$ cat src/design/middle_insert_indexed_queue_unit_defines.svh
// Assertion macros shared by the middle insert indexed queue modules.
`ifndef MIDDLE_INSERT_INDEXED_QUEUE_UNIT_DEFINES_SVH
`define MIDDLE_INSERT_INDEXED_QUEUE_UNIT_DEFINES_SVH
`ifndef SYNTH
`define MIQ_ASSERT_ALWAYS(label, clk, rst_n, expr) \
    label: assert property (@(posedge clk) disable iff (!rst_n) (expr)) \
        else $error("assertion failed");
`define MIQ_ASSERT_IMPLIES(label, clk, rst_n, ante, cons) \
    label: assert property (@(posedge clk) disable iff (!rst_n) (ante) |-> (cons)) \
        else $error("assertion failed");
`define MIQ_ASSERT_NEXT(label, clk, rst_n, ante, cons) \
    label: assert property (@(posedge clk) disable iff (!rst_n) (ante) |=> (cons)) \
        else $error("assertion failed");
`else
`define MIQ_ASSERT_ALWAYS(label, clk, rst_n, expr)
`define MIQ_ASSERT_IMPLIES(label, clk, rst_n, ante, cons)
`define MIQ_ASSERT_NEXT(label, clk, rst_n, ante, cons)
`endif
`endif

$ cat src/design/miq_pkg.sv
// Package: item types, codes and control types of the middle insert indexed queue.
`timescale 1ns / 1ps
package miq_pkg;

    typedef enum logic [1:0] {
        CMD_PUSH_BACK   = 2'd0,
        CMD_PUSH_FRONT  = 2'd1,
        CMD_PUSH_MIDDLE = 2'd2,
        CMD_READ        = 2'd3
    } cmd_t;

    typedef enum logic [1:0] {
        STATUS_OK    = 2'd0,
        STATUS_FULL  = 2'd1,
        STATUS_RANGE = 2'd2
    } status_t;

    typedef struct packed {
        cmd_t               command;
        logic signed [31:0] element;
        logic [9:0]         index;
    } req_item_t;

    typedef struct packed {
        logic signed [31:0] read_value;
        status_t            status;
    } rsp_item_t;

    typedef enum logic [1:0] {
        ST_IDLE = 2'd0,
        ST_EXEC = 2'd1,
        ST_MOVE = 2'd2
    } state_t;

    typedef struct packed {
        logic capture;
        logic exec;
        logic finish;
        logic load_out;
    } ctrl_cmd_t;

endpackage

$ cat src/design/miq_controller.sv
// Controller: sequences accept, execute, memory move and result load of each item.
`timescale 1ns / 1ps
`include "middle_insert_indexed_queue_unit_defines.svh"
module miq_controller
    import miq_pkg::*;
(
    input  logic      clk,
    input  logic      rst_n,
    input  logic      req_valid,
    output logic      req_ready,
    output logic      rsp_valid,
    input  logic      rsp_ready,
    input  logic      two_cycle,
    output ctrl_cmd_t ctrl
);

    state_t state_reg;
    state_t state_next;
    logic   out_valid_reg;
    logic   out_valid_next;
    logic   out_free;

    assign out_free = !out_valid_reg || rsp_ready;

    always_comb
    begin
        state_next = state_reg;
        case (state_reg)
            ST_IDLE:
            begin
                if (req_valid)
                begin
                    state_next = ST_EXEC;
                end
            end
            ST_EXEC:
            begin
                if (two_cycle)
                begin
                    state_next = ST_MOVE;
                end
                else if (out_free)
                begin
                    state_next = ST_IDLE;
                end
            end
            ST_MOVE:
            begin
                if (out_free)
                begin
                    state_next = ST_IDLE;
                end
            end
            default:
            begin
                state_next = ST_IDLE;
            end
        endcase
    end

    always_comb
    begin
        req_ready     = 1'b0;
        ctrl.capture  = 1'b0;
        ctrl.exec     = 1'b0;
        ctrl.finish   = 1'b0;
        ctrl.load_out = 1'b0;
        case (state_reg)
            ST_IDLE:
            begin
                req_ready    = 1'b1;
                ctrl.capture = req_valid;
            end
            ST_EXEC:
            begin
                ctrl.exec     = two_cycle || out_free;
                ctrl.load_out = !two_cycle && out_free;
            end
            ST_MOVE:
            begin
                ctrl.finish   = out_free;
                ctrl.load_out = out_free;
            end
            default:
            begin
                req_ready = 1'b0;
            end
        endcase
    end

    always_comb
    begin
        out_valid_next = out_valid_reg;
        if (ctrl.load_out)
        begin
            out_valid_next = 1'b1;
        end
        else if (rsp_ready)
        begin
            out_valid_next = 1'b0;
        end
    end

    always_ff @(posedge clk or negedge rst_n)
    begin
        if (!rst_n)
        begin
            state_reg     <= ST_IDLE;
            out_valid_reg <= 1'b0;
        end
        else
        begin
            state_reg     <= state_next;
            out_valid_reg <= out_valid_next;
        end
    end

    assign rsp_valid = out_valid_reg;

    `MIQ_ASSERT_IMPLIES(a_load_into_free_slot, clk, rst_n, ctrl.load_out, out_free)
    `MIQ_ASSERT_NEXT(a_move_follows_read, clk, rst_n, (state_reg == ST_EXEC) && two_cycle, state_reg == ST_MOVE)
    `MIQ_ASSERT_NEXT(a_load_shows_result, clk, rst_n, ctrl.load_out, out_valid_reg)

endmodule

$ cat config.mk
export PLATFORM = sky130hd
export DESIGN_NAME = miq_controller
export DESIGN_NICKNAME = d
export VERILOG_FILES = /design/src/design/miq_pkg.sv /design/src/design/miq_controller.sv
export VERILOG_INCLUDE_DIRS = /design/src /design/src/design
export SDC_FILE = /design/constraint.sdc
export NUM_CORES = 1
export LEC_CHECK = 0
export BUFFER_PORTS_ARGS = -buffer_cell sky130_fd_sc_hd__buf_2
export CORE_AREA = 2 2 39 41
export CTS_CLUSTER_DIAMETER = 30
export CTS_CLUSTER_SIZE = 30
export DETAILED_ROUTE_END_ITERATION = 10
export DIE_AREA = 0 0 41 43
export HOLD_SLACK_MARGIN = 0.1
export PLACE_DENSITY = 0.48
export SLEW_MARGIN = 40
export SYNTH_ARGS = -nofsm -noshare
export SYNTH_HDL_FRONTEND = slang
export SYNTH_SLANG_ARGS = --single-unit
$ cat constraint.sdc
create_clock -name clk -period 2.7 [get_ports clk]
set_input_delay 0.27 -clock clk [delete_from_list [all_inputs] [get_ports clk]]
set_output_delay 0.27 -clock clk [all_outputs]
set_load 0.005 [all_outputs]
# == After elaboration in Yosys (flattened, before gate mapping) ==
# Index checks and enable logic that the tools add are counted.
# W data, S select, Z words.
# totals
register_bits,3
elab_cells,23
output_inout_bits,6
inputBits,5
# op_classes
mux,11
reduce_logical,7
eq_ne,3
# op_table
cell,count
$mux W1,6
$mux W2,3
$pmux W2 S3,1
$eq A2 B1 Y1 const B,1
$eq A2 B2 Y1 const B,1
$logic_not A1 Y1,2
$logic_not A2 Y1,1
$logic_or A1 B1 Y1,2
$ne A2 B2 Y1 const B,1
$pmux W1 S2,1
$reduce_bool A2 Y1,1
$logic_and A1 B1 Y1,1

# == Longest topological paths before layout ==
# Gate-level depths: netlist of run 1.
# logic_depth
word_depth,5
mapped_depth,6
mapped_depth_nobuf,5

# == Least setup slack after synthesis of run 1 ==
# No wires, ideal clock.
# synth_timing
path_kind,register to output
from,reg state_reg[1]
to,out ctrl[0] (netlist bit)
n_path_buf,1
path_slack_ps,1304
t_required_ps,2430
path_stages_with_launch,7
arrival_ps,1126
cell_sequence,dfrtp_1 -> inv_1 -> ha_1 -> nor2b_4 -> o21ai_0 -> nor2_1 -> buf_4
# synth_lines
item,line,source
start: declaration,miq_controller.sv:17,state_t state_reg;
start signal: assignment,miq_controller.sv:113,state_reg <= state_next;
end: declaration,miq_controller.sv:14,output ctrl_cmd_t ctrl

==> qor.yml, run 1 <==
synth_seq_cells: 3
yosysWarnings: 0
layout_commonest_cell: "buf_2"
multiInputGateArea_um2: 164
floorplan.initialDensity_pct: 18.6
cts-hold-fix-buffers: 1
worstSetupStartpointType: "register"
grt_pass1_wl_um: 703
maxCapViolCount: 0
synth_cell_types: 17
worst_ep_required_time_ps: 2430
vias: 233
htreeDepth: 1
crit_fanout: 4
antenna_found_initial: 0
area_growth_pct: 38.3
postCtsSetupRepairBufs: 0
nNetsFinal: 51
finalPower_mw: 0.331
pre_cts_slack_ps: 1210
worstSetupPathType: "reg2out"
synth-adder-area-share_pct: 19.4
cts_resized: 0
drt-initial-drc-count: 1
grt_pass1_vias: 212
drt_pass1_iterations: 4
finalInstanceArea_um2: 357
yosysSeqAreaShare_pct: 29.1
dieWidth_um: 41
largest_reg_flops: 2
wl_um: 476
drc: 0
dp_hpwl_um: 401
detail_route.wl_per_cell_um: 8.35
io_buffers: 10
grt_max_degree: 5
placed_cells: 52
skew_ps: 0.791
dpl_cell_area_um2: 320
hold_path.class: "in2reg"
worst_pin_slew_ps: 235
status: "finished, final reports clean"
nFillCells: 149
overflow: 0
p_per_area_nw_per_um2: 929
synth_fp_nets: 36
tritoncts: "yes"
postSynthCellCount: 27
die_area_um2: 1760
period_share_pct: 64.1
maxSlewViolCount: 0
cts.sinks: 3
worstPathArrival_ps: 1460
regArea_um2: 75.1
yosys.area_share.simple_pct: 21.4
cts_root_buf: "clkbuf_4"
finalSetupTns_ps: 0
post-route-min-period_ps: 1730
final_cell_count_no_fill: 57
worstSetupEndpointType: "output port"
synth.mux.area_fraction_pct: 0
track_usage_pct: 6.64
synth_xor_area_share_pct: 0
clk_latency_ps: 230
num_rows: 14
avgViaCountPerCell: 4.09
timing.fmax_mhz: 578
rsz0062_at_grt: "false"
clk_pin_slew_ps: 40
ios: 11
setup_viol: 0
cts_max_path_buffers: 2
synth_area_um2: 258
setup_ws_ps: 970
hold_viol: 0
diodes: 0
gp_congestion: 0.742
cts_made_buffers: 3
final_cell_mix: "buf_2 (10), ha_1 (4), inv_1 (3), clkbuf_4 (3), dfrtp_1 (3)"
syn_area_per_cell_um2: 9.55
max_slew_margin_pct: 84.2
die_h_um: 43
fp.coreArea_um2: 1380
synth_compound_gate_area_share_pct: 22.8
p_leak_nw: 0.183
drtAntennaViolNets: 0
vdd_drop_max_mv: 0.242
drive_gt1_share_pct: 39.0
synth_top_family_by_area: "compound AO/OA/AOI/OAI gates"
[cells by family after synthesis]
family / Yosys count
AOI/OAI and AO/OA: 8
and+or+nand+nor: 8
buffers and inverters: 4
adders and majority gates: 4
DFF: 3
[report_power, final]
group | internal, mW | switching (mW)
clock | 0.0553 | 0.0216
combinational | 0.0900 | 0.0863
sequential | 0.0637 | 0.0145
total | 0.209 | 0.122
[critical path, stage by stage (launching register included)]
cell	delay (ps)
dfrtp_1	380
inv_1	90
ha_1	230
nor2b_4	140
o21ai_0	210
nor2_1	60
buf_2	120
[layout make-up]
cell class | count | area share, %
Sequential cell | 3 | 21.1
Clock buffer | 4 | 7.37
Inverter | 3 | 3.16
Tap cell | 16 | 5.61
Timing Repair Buffer | 11 | 16.8
Multi-Input combinational cell | 20 | 46.0
[metal layers]
metal / vias up / part of all wire, % / global-route usage, %
li1: 121 / - / -
met1: 106 / 47 / 6.15
met2: 6 / 47 / 9.06
met3: 0 / 5.7 / 1.57
met4: 0 / 0 / 10.0
met5: - / 0 / 0
[stage by stage]
step | hold WS [ps] | utilization [%]
finish | 351 | 25.8
global route | 368 | 25.8
CTS | 352 | 25.8
detailed placement | 68.7 | 23.1
global placement | 69.2 | 23.1
floorplan | -25.6 | -
[worst paths after layout]
path | cells after the start | to | slack, ps | from
worst min register to register | 2 | rsp_valid | 530 | rsp_valid
max in group asynchronous | 2 | rsp_valid | 2230 | rst_n
worst max register to register | 5 | state_reg[0] | 1440 | state_reg[1]
worst min-delay path | 3 | rsp_valid | 350 | rsp_ready
worst max-delay path | 6 | ctrl[0] | 970 | state_reg[1]
min in group asynchronous | 2 | state_reg[0] | 360 | rst_n
[synthesized netlist by cell type]
| cell | number | area share (%) |
|---|---|---|
| inv_1 | 3 | 4.4 |
| and2b_2 | 1 | 3.4 |
| nor2b_4 | 1 | 5.3 |
| nand2_1 | 1 | 1.5 |
| o31ai_2 | 1 | 4.9 |
| and2_1 | 2 | 4.9 |
| a32oi_1 | 1 | 3.4 |
| o21ai_0 | 2 | 3.9 |
| o22ai_1 | 1 | 2.4 |
| dfrtp_1 | 3 | 29 |
| buf_4 | 1 | 2.9 |
| nand2b_1 | 2 | 4.9 |
| ha_1 | 4 | 19 |
| nor2_1 | 1 | 1.5 |
| o21a_1 | 1 | 2.9 |
| o21ai_1 | 1 | 1.9 |
| a2bb2oi_1 | 1 | 3.4 |
(Power assumes the default switching activity.)
==> run 2, diff against run 1 <==
--- a/config.mk
+++ b/config.mk
@@ -6,6 +6,7 @@
 export SDC_FILE = /design/constraint.sdc
 export NUM_CORES = 1
 export LEC_CHECK = 0
+export ABC_AREA = 1
 export BUFFER_PORTS_ARGS = -buffer_cell sky130_fd_sc_hd__buf_2
 export CORE_AREA = 2 2 39 41
 export CTS_CLUSTER_DIAMETER = 30
@@ -13,7 +14,7 @@
 export DETAILED_ROUTE_END_ITERATION = 10
 export DIE_AREA = 0 0 41 43
 export HOLD_SLACK_MARGIN = 0.1
-export PLACE_DENSITY = 0.48
+export PLACE_DENSITY = 0.5
 export SLEW_MARGIN = 40
 export SYNTH_ARGS = -nofsm -noshare
 export SYNTH_HDL_FRONTEND = slang
==> constraint.sdc (replaced) <==
create_clock -name clk -period 1.7 [get_ports clk]
set_input_delay 0.17 -clock clk [delete_from_list [all_inputs] [get_ports clk]]
set_output_delay 0.17 -clock clk [all_outputs]
set_load 0.005 [all_outputs]
==> qor.yml, run 2 <==
yosys-top-cells-area: "dfrtp_1 (26%), ha_1 (18%), inv_1 (13%), nand2_1 (13%), o21bai_4 (6.6%)"
critPathMaxStageDelay_ps: 400
worst_ep_required_time_ps: 1530
synth_fp_nets: 49
synth_cell_types: 13
maxCapViolCount: 0
avgViaCountPerCell: 3.60
rsz0062_at_grt: "false"
drtAntennaViolNets: 0
ios: 11
p_per_area_nw_per_um2: 1590
floorplan.initialDensity_pct: 20.6
syn_area_per_cell_um2: 7.13
grt_max_degree: 6
yosysWarnings: 0
synth_edf_count: 0
critPathTopFamily: "flip-flops"
num_rows: 14
clk_pin_slew_ps: 40
crit_fanout: 4
post-route-util_pct: 27.8
p_leak_nw: 0.240
yosysSeqAreaShare_pct: 26.3
worstSetupStartpointType: "register"
synth_top_area_share_pct: 26.3
worstPathArrival_ps: 1390
yosysTopAreaCell: "dfrtp_1"
status: "finished, final reports clean"
cts.sinks: 3
vias: 252
tritoncts: "yes"
antenna_found_initial: 0
io_buffers: 10
dp_hpwl_um: 409
die_h_um: 43
die_area_um2: 1760
timing.fmax_mhz: 642
postCtsSetupRepairBufs: 0
async_flop_share_pct: 100
skew_ps: 2.02
worstSetupEndpointType: "output port"
maxSlewViolCount: 0
synth_seq_cells: 3
pre_cts_slack_ps: 375
worst_pin_slew_ps: 180
hold_path.class: "in2reg"
fp.coreArea_um2: 1380
drt-initial-drc-count: 2
finalSetupTns_ps: 0
max_slew_margin_pct: 88.0
final_cell_mix: "inv_1 (10), nand2_1 (10), buf_2 (10), nor2_1 (4), ha_1 (4)"
grt_pass1_wl_um: 745
nFillCells: 151
setup_ws_ps: 143
postSynthCellCount: 40
cts_resized: 0
dieWidth_um: 41
largest_reg_flops: 2
path_common_cell: "inv_1"
cts_root_buf: "clkbuf_4"
cts_max_path_buffers: 2
area_growth_pct: 34.6
htreeDepth: 1
clk_latency_ps: 230
gp_congestion: 0.729
wl_um: 476
worstSetupPathType: "reg2out"
diodes: 0
detail_route.wl_per_cell_um: 6.80
grt_pass1_vias: 220
cp_slowest_cell: "dfrtp_1"
drc: 0
setup_viol: 0
dpl_cell_area_um2: 348
vdd_drop_max_mv: 0.581
cts_made_buffers: 3
nNetsFinal: 64
drive_gt1_share_pct: 33.3
period_share_pct: 91.6
synthTopCellsByCount: "inv_1 (10), nand2_1 (10), ha_1 (4), nor2_1 (4), dfrtp_1 (3)"
cp_num_buf_inv: 4
track_usage_pct: 6.84
finalInstanceArea_um2: 384
cp_cell_sequence: "inv_1, ha_1, inv_2, o21bai_4, inv_1, nor3_2, buf_2"
hold_viol: 0
finalPower_mw: 0.612
drt_pass1_iterations: 2
overflow: 0
synth_top_flop_cell: "dfrtp_1"
post-route-min-period_ps: 1560
synth_area_um2: 285
run 2: cell types whose count changed in the layout (fill, tap and decap cells not counted), sizes merged, moves of 2 or more:
cell	previous run	this run
nor2	1	4
inv	3	11
and2	2	0
nand2	1	11
nand2b	2	0
run 2: tightest hold or removal path, cell delays in order:
cell and delay (ps):
buf_2 90, nor2_1 60, nand2_1 50, nand2_1 50
run 2: cells by family after synthesis:
logic type / synth area share [%]
AOI/OAI and AO/OA: 13.2
adders and majority gates: 17.5
buffers and inverters: 17.1
DFF: 26.3
and+or+nand+nor: 25.9
run 2: layout make-up:
class	instances	area, um2	share of cell area, %
clock buffers	4	26.3	6.84
inverters	11	41.3	10.7
multi-input cells	25	161	42.0
flip-flops and latches	3	75.1	19.5
well taps	16	20.0	5.21
repair buffers	11	60.1	15.6
run 2: where the power goes:
group	total [mW]	switching, mW	internal (mW)
Sequential	0.129	0.0266	0.102
Clock	0.123	0.0354	0.0879
Combinational	0.360	0.204	0.155
run 2: final timing paths:
kind | start | end | slack [ps] | depth (start not counted)
worst max-delay path | state_reg[1] | ctrl[0] | 140 | 7
worst min-delay path | req_valid | state_reg[1] | 230 | 4
worst max register to register | state_reg[0] | state_reg[1] | 460 | 7
worst min register to register | rsp_valid | rsp_valid | 530 | 2
max in group asynchronous | rst_n | rsp_valid | 1340 | 2
min in group asynchronous | rst_n | state_reg[1] | 250 | 2
run 2: per-stage QoR:
step	std cells	hold slack [ps]
floorplan	40	-126
global placement	65	-29.3
detailed placement	65	-32.6
CTS	70	228
global route	70	247
finish	70	230
run 2: layer usage:
layer	share of wire, %	global-route usage (%)	up-vias
met5	0	0	-
met4	0	10.0	0
met3	4.4	1.57	0
met2	49	9.06	5
met1	46	6.80	102
li1	-	-	145
run 2: repair_timing:
item | 4_1_cts | 5_1_grt
setup endpoints to repair | 0 | 0
hold buffers | 1 | 0
endpoints found under the hold margin | 3 | 0
==> run 3, diff against run 2 <==
--- a/config.mk
+++ b/config.mk
@@ -6,7 +6,6 @@
 export SDC_FILE = /design/constraint.sdc
 export NUM_CORES = 1
 export LEC_CHECK = 0
-export ABC_AREA = 1
 export BUFFER_PORTS_ARGS = -buffer_cell sky130_fd_sc_hd__buf_2
 export CORE_AREA = 2 2 39 41
 export CTS_CLUSTER_DIAMETER = 30
@@ -14,8 +13,7 @@
 export DETAILED_ROUTE_END_ITERATION = 10
 export DIE_AREA = 0 0 41 43
 export HOLD_SLACK_MARGIN = 0.1
-export PLACE_DENSITY = 0.5
-export SLEW_MARGIN = 40
+export PLACE_DENSITY = 0.48
 export SYNTH_ARGS = -nofsm -noshare
 export SYNTH_HDL_FRONTEND = slang
 export SYNTH_SLANG_ARGS = --single-unit
==> qor.yml, run 3 (same netlist as run 1, synthesis figures left out) <==
status: "finished, final reports clean"
met1_usage_pct: 7.44
post-route-util_pct: 25.8
avgViaCountPerCell: 4.00
antenna_found_initial: 0
cts_root_buf: "clkbuf_4"
worst_ep_required_time_ps: 1530
grt_busiest_layer: "met2"
rr_startpoint: "state_reg[0]"
grt_pass1_vias: 223
cts_made_buffers: 3
pre_cts_slack_ps: 322
skew_ps: 4.19
final_cell_mix: "buf_2 (10), ha_1 (4), inv_1 (3), clkbuf_4 (3), dfrtp_1 (3)"
drtAntennaViolNets: 0
overflow: 0
drc: 0
setup_ws_ps: 146
nNetsFinal: 51
grt_pass1_wl_um: 779
maxSlewViolCount: 0
max_slew_margin_pct: 87.8
worst-r2r-setup-slack_ps: 460
diodes: 0
cts_max_path_buffers: 2
floorplan.initialDensity_pct: 18.6
worstSetupStartpointType: "register"
p_leak_nw: 0.183
timing.fmax_mhz: 644
worstSetupEndpointType: "output port"
reg2reg_depth: 5
detail_route.wl_per_cell_um: 8.56
fp.coreArea_um2: 1380
postCtsSetupRepairBufs: 0
clk_latency_ps: 230
met2_usage_pct: 10.0
vias: 228
largest_reg_flops: 2
wl_um: 488
clk_pin_slew_ps: 40
gp_congestion: 0.692
finalInstanceArea_um2: 357
drt_pass1_iterations: 1
num_rows: 14
period_share_pct: 91.4
ios: 11
dieWidth_um: 41
hold_ws_ps: 261
vdd_drop_max_mv: 0.357
worst_pin_slew_ps: 181
cts.sinks: 3
hold_viol: 0
global_route.usage.met3_pct: 4.71
worstSetupPathType: "reg2out"
drive_gt1_share_pct: 39.0
worstPathArrival_ps: 1380
crit_fanout: 4
tritoncts: "yes"
htreeDepth: 1
grt_max_degree: 5
dp_hpwl_um: 421
rsz0062_at_grt: "false"
layout_commonest_cell: "buf_2"
die_area_um2: 1760
io_buffers: 10
startpoint: "state_reg[1]"
hold_path.class: "in2async"
area_growth_pct: 38.3
maxCapViolCount: 0
post-route-min-period_ps: 1550
nFillCells: 157
dpl_cell_area_um2: 320
p_per_area_nw_per_um2: 1480
multiInputGateArea_um2: 164
crit_path_end: "ctrl[0]"
regArea_um2: 75.1
drt-initial-drc-count: 0
finalSetupTns_ps: 0
track_usage_pct: 7.04
die_h_um: 43
r2r_end: "state_reg[1]"
setup_viol: 0
-- run 3: cell types whose count changed in the layout (fill, tap and decap cells not counted), sizes merged, moves of 2 or more --
cell | previous run | this run
nor2 | 4 | 1
nand2b | 0 | 2
and2 | 0 | 2
inv | 11 | 3
nand2 | 11 | 1
-- run 3: per-stage QoR --
| stage | total power, mW | instances |
|---|---|---|
| floorplan | 0.322 | 27 |
| global placement | 0.410 | 52 |
| detailed placement | 0.410 | 52 |
| CTS | 0.539 | 57 |
| global route | 0.588 | 57 |
| finish | 0.529 | 57 |
-- run 3: what timing repair did --
item,CTS,global route
setup endpoints to repair,0,1
hold buffers,1,0
endpoints found under the hold margin,3,0
resized for setup,0,1
-- run 3: worst min path at each step --
stage               startpoint            to  slack (ps)  cells past startpoint
finish                   rst_n  state_reg[1]         260                      2
global route             rst_n  state_reg[0]         270                      2
CTS                      rst_n  state_reg[1]         250                      2
detailed placement       rst_n     rsp_valid         -30                      1
global placement         rst_n  state_reg[1]         -30                      1
floorplan                rst_n     rsp_valid        -130                      0
-- run 3: layer usage --
| layer | share of wire [%] | vias up |
|---|---|---|
| met5 | 0 | - |
| met4 | 0 | 0 |
| met3 | 7.6 | 0 |
| met2 | 49 | 6 |
| met1 | 44 | 103 |
| li1 | - | 119 |
-- run 3: final cells by class --
class	count	area share, %
well taps	16	5.61
multi-input cells	20	46.0
flip-flops and latches	3	21.1
clock buffers	4	7.37
inverters	3	3.16
repair buffers	11	16.8
-- run 3: report_power, final --
group | switching, mW | leakage, nW | internal [mW]
logic | 0.136 | 0.129 | 0.145
clock network | 0.0359 | 0.0150 | 0.0879
registers | 0.0229 | 0.0394 | 0.101
total | 0.195 | 0.183 | 0.334
-- run 3: critical path, cell delays in order, from the launching register on --
cell     delay (ps)
dfrtp_1         380
inv_1            90
ha_1            220
nor2b_4         140
o21ai_1         150
nor2_1           50
buf_2           120
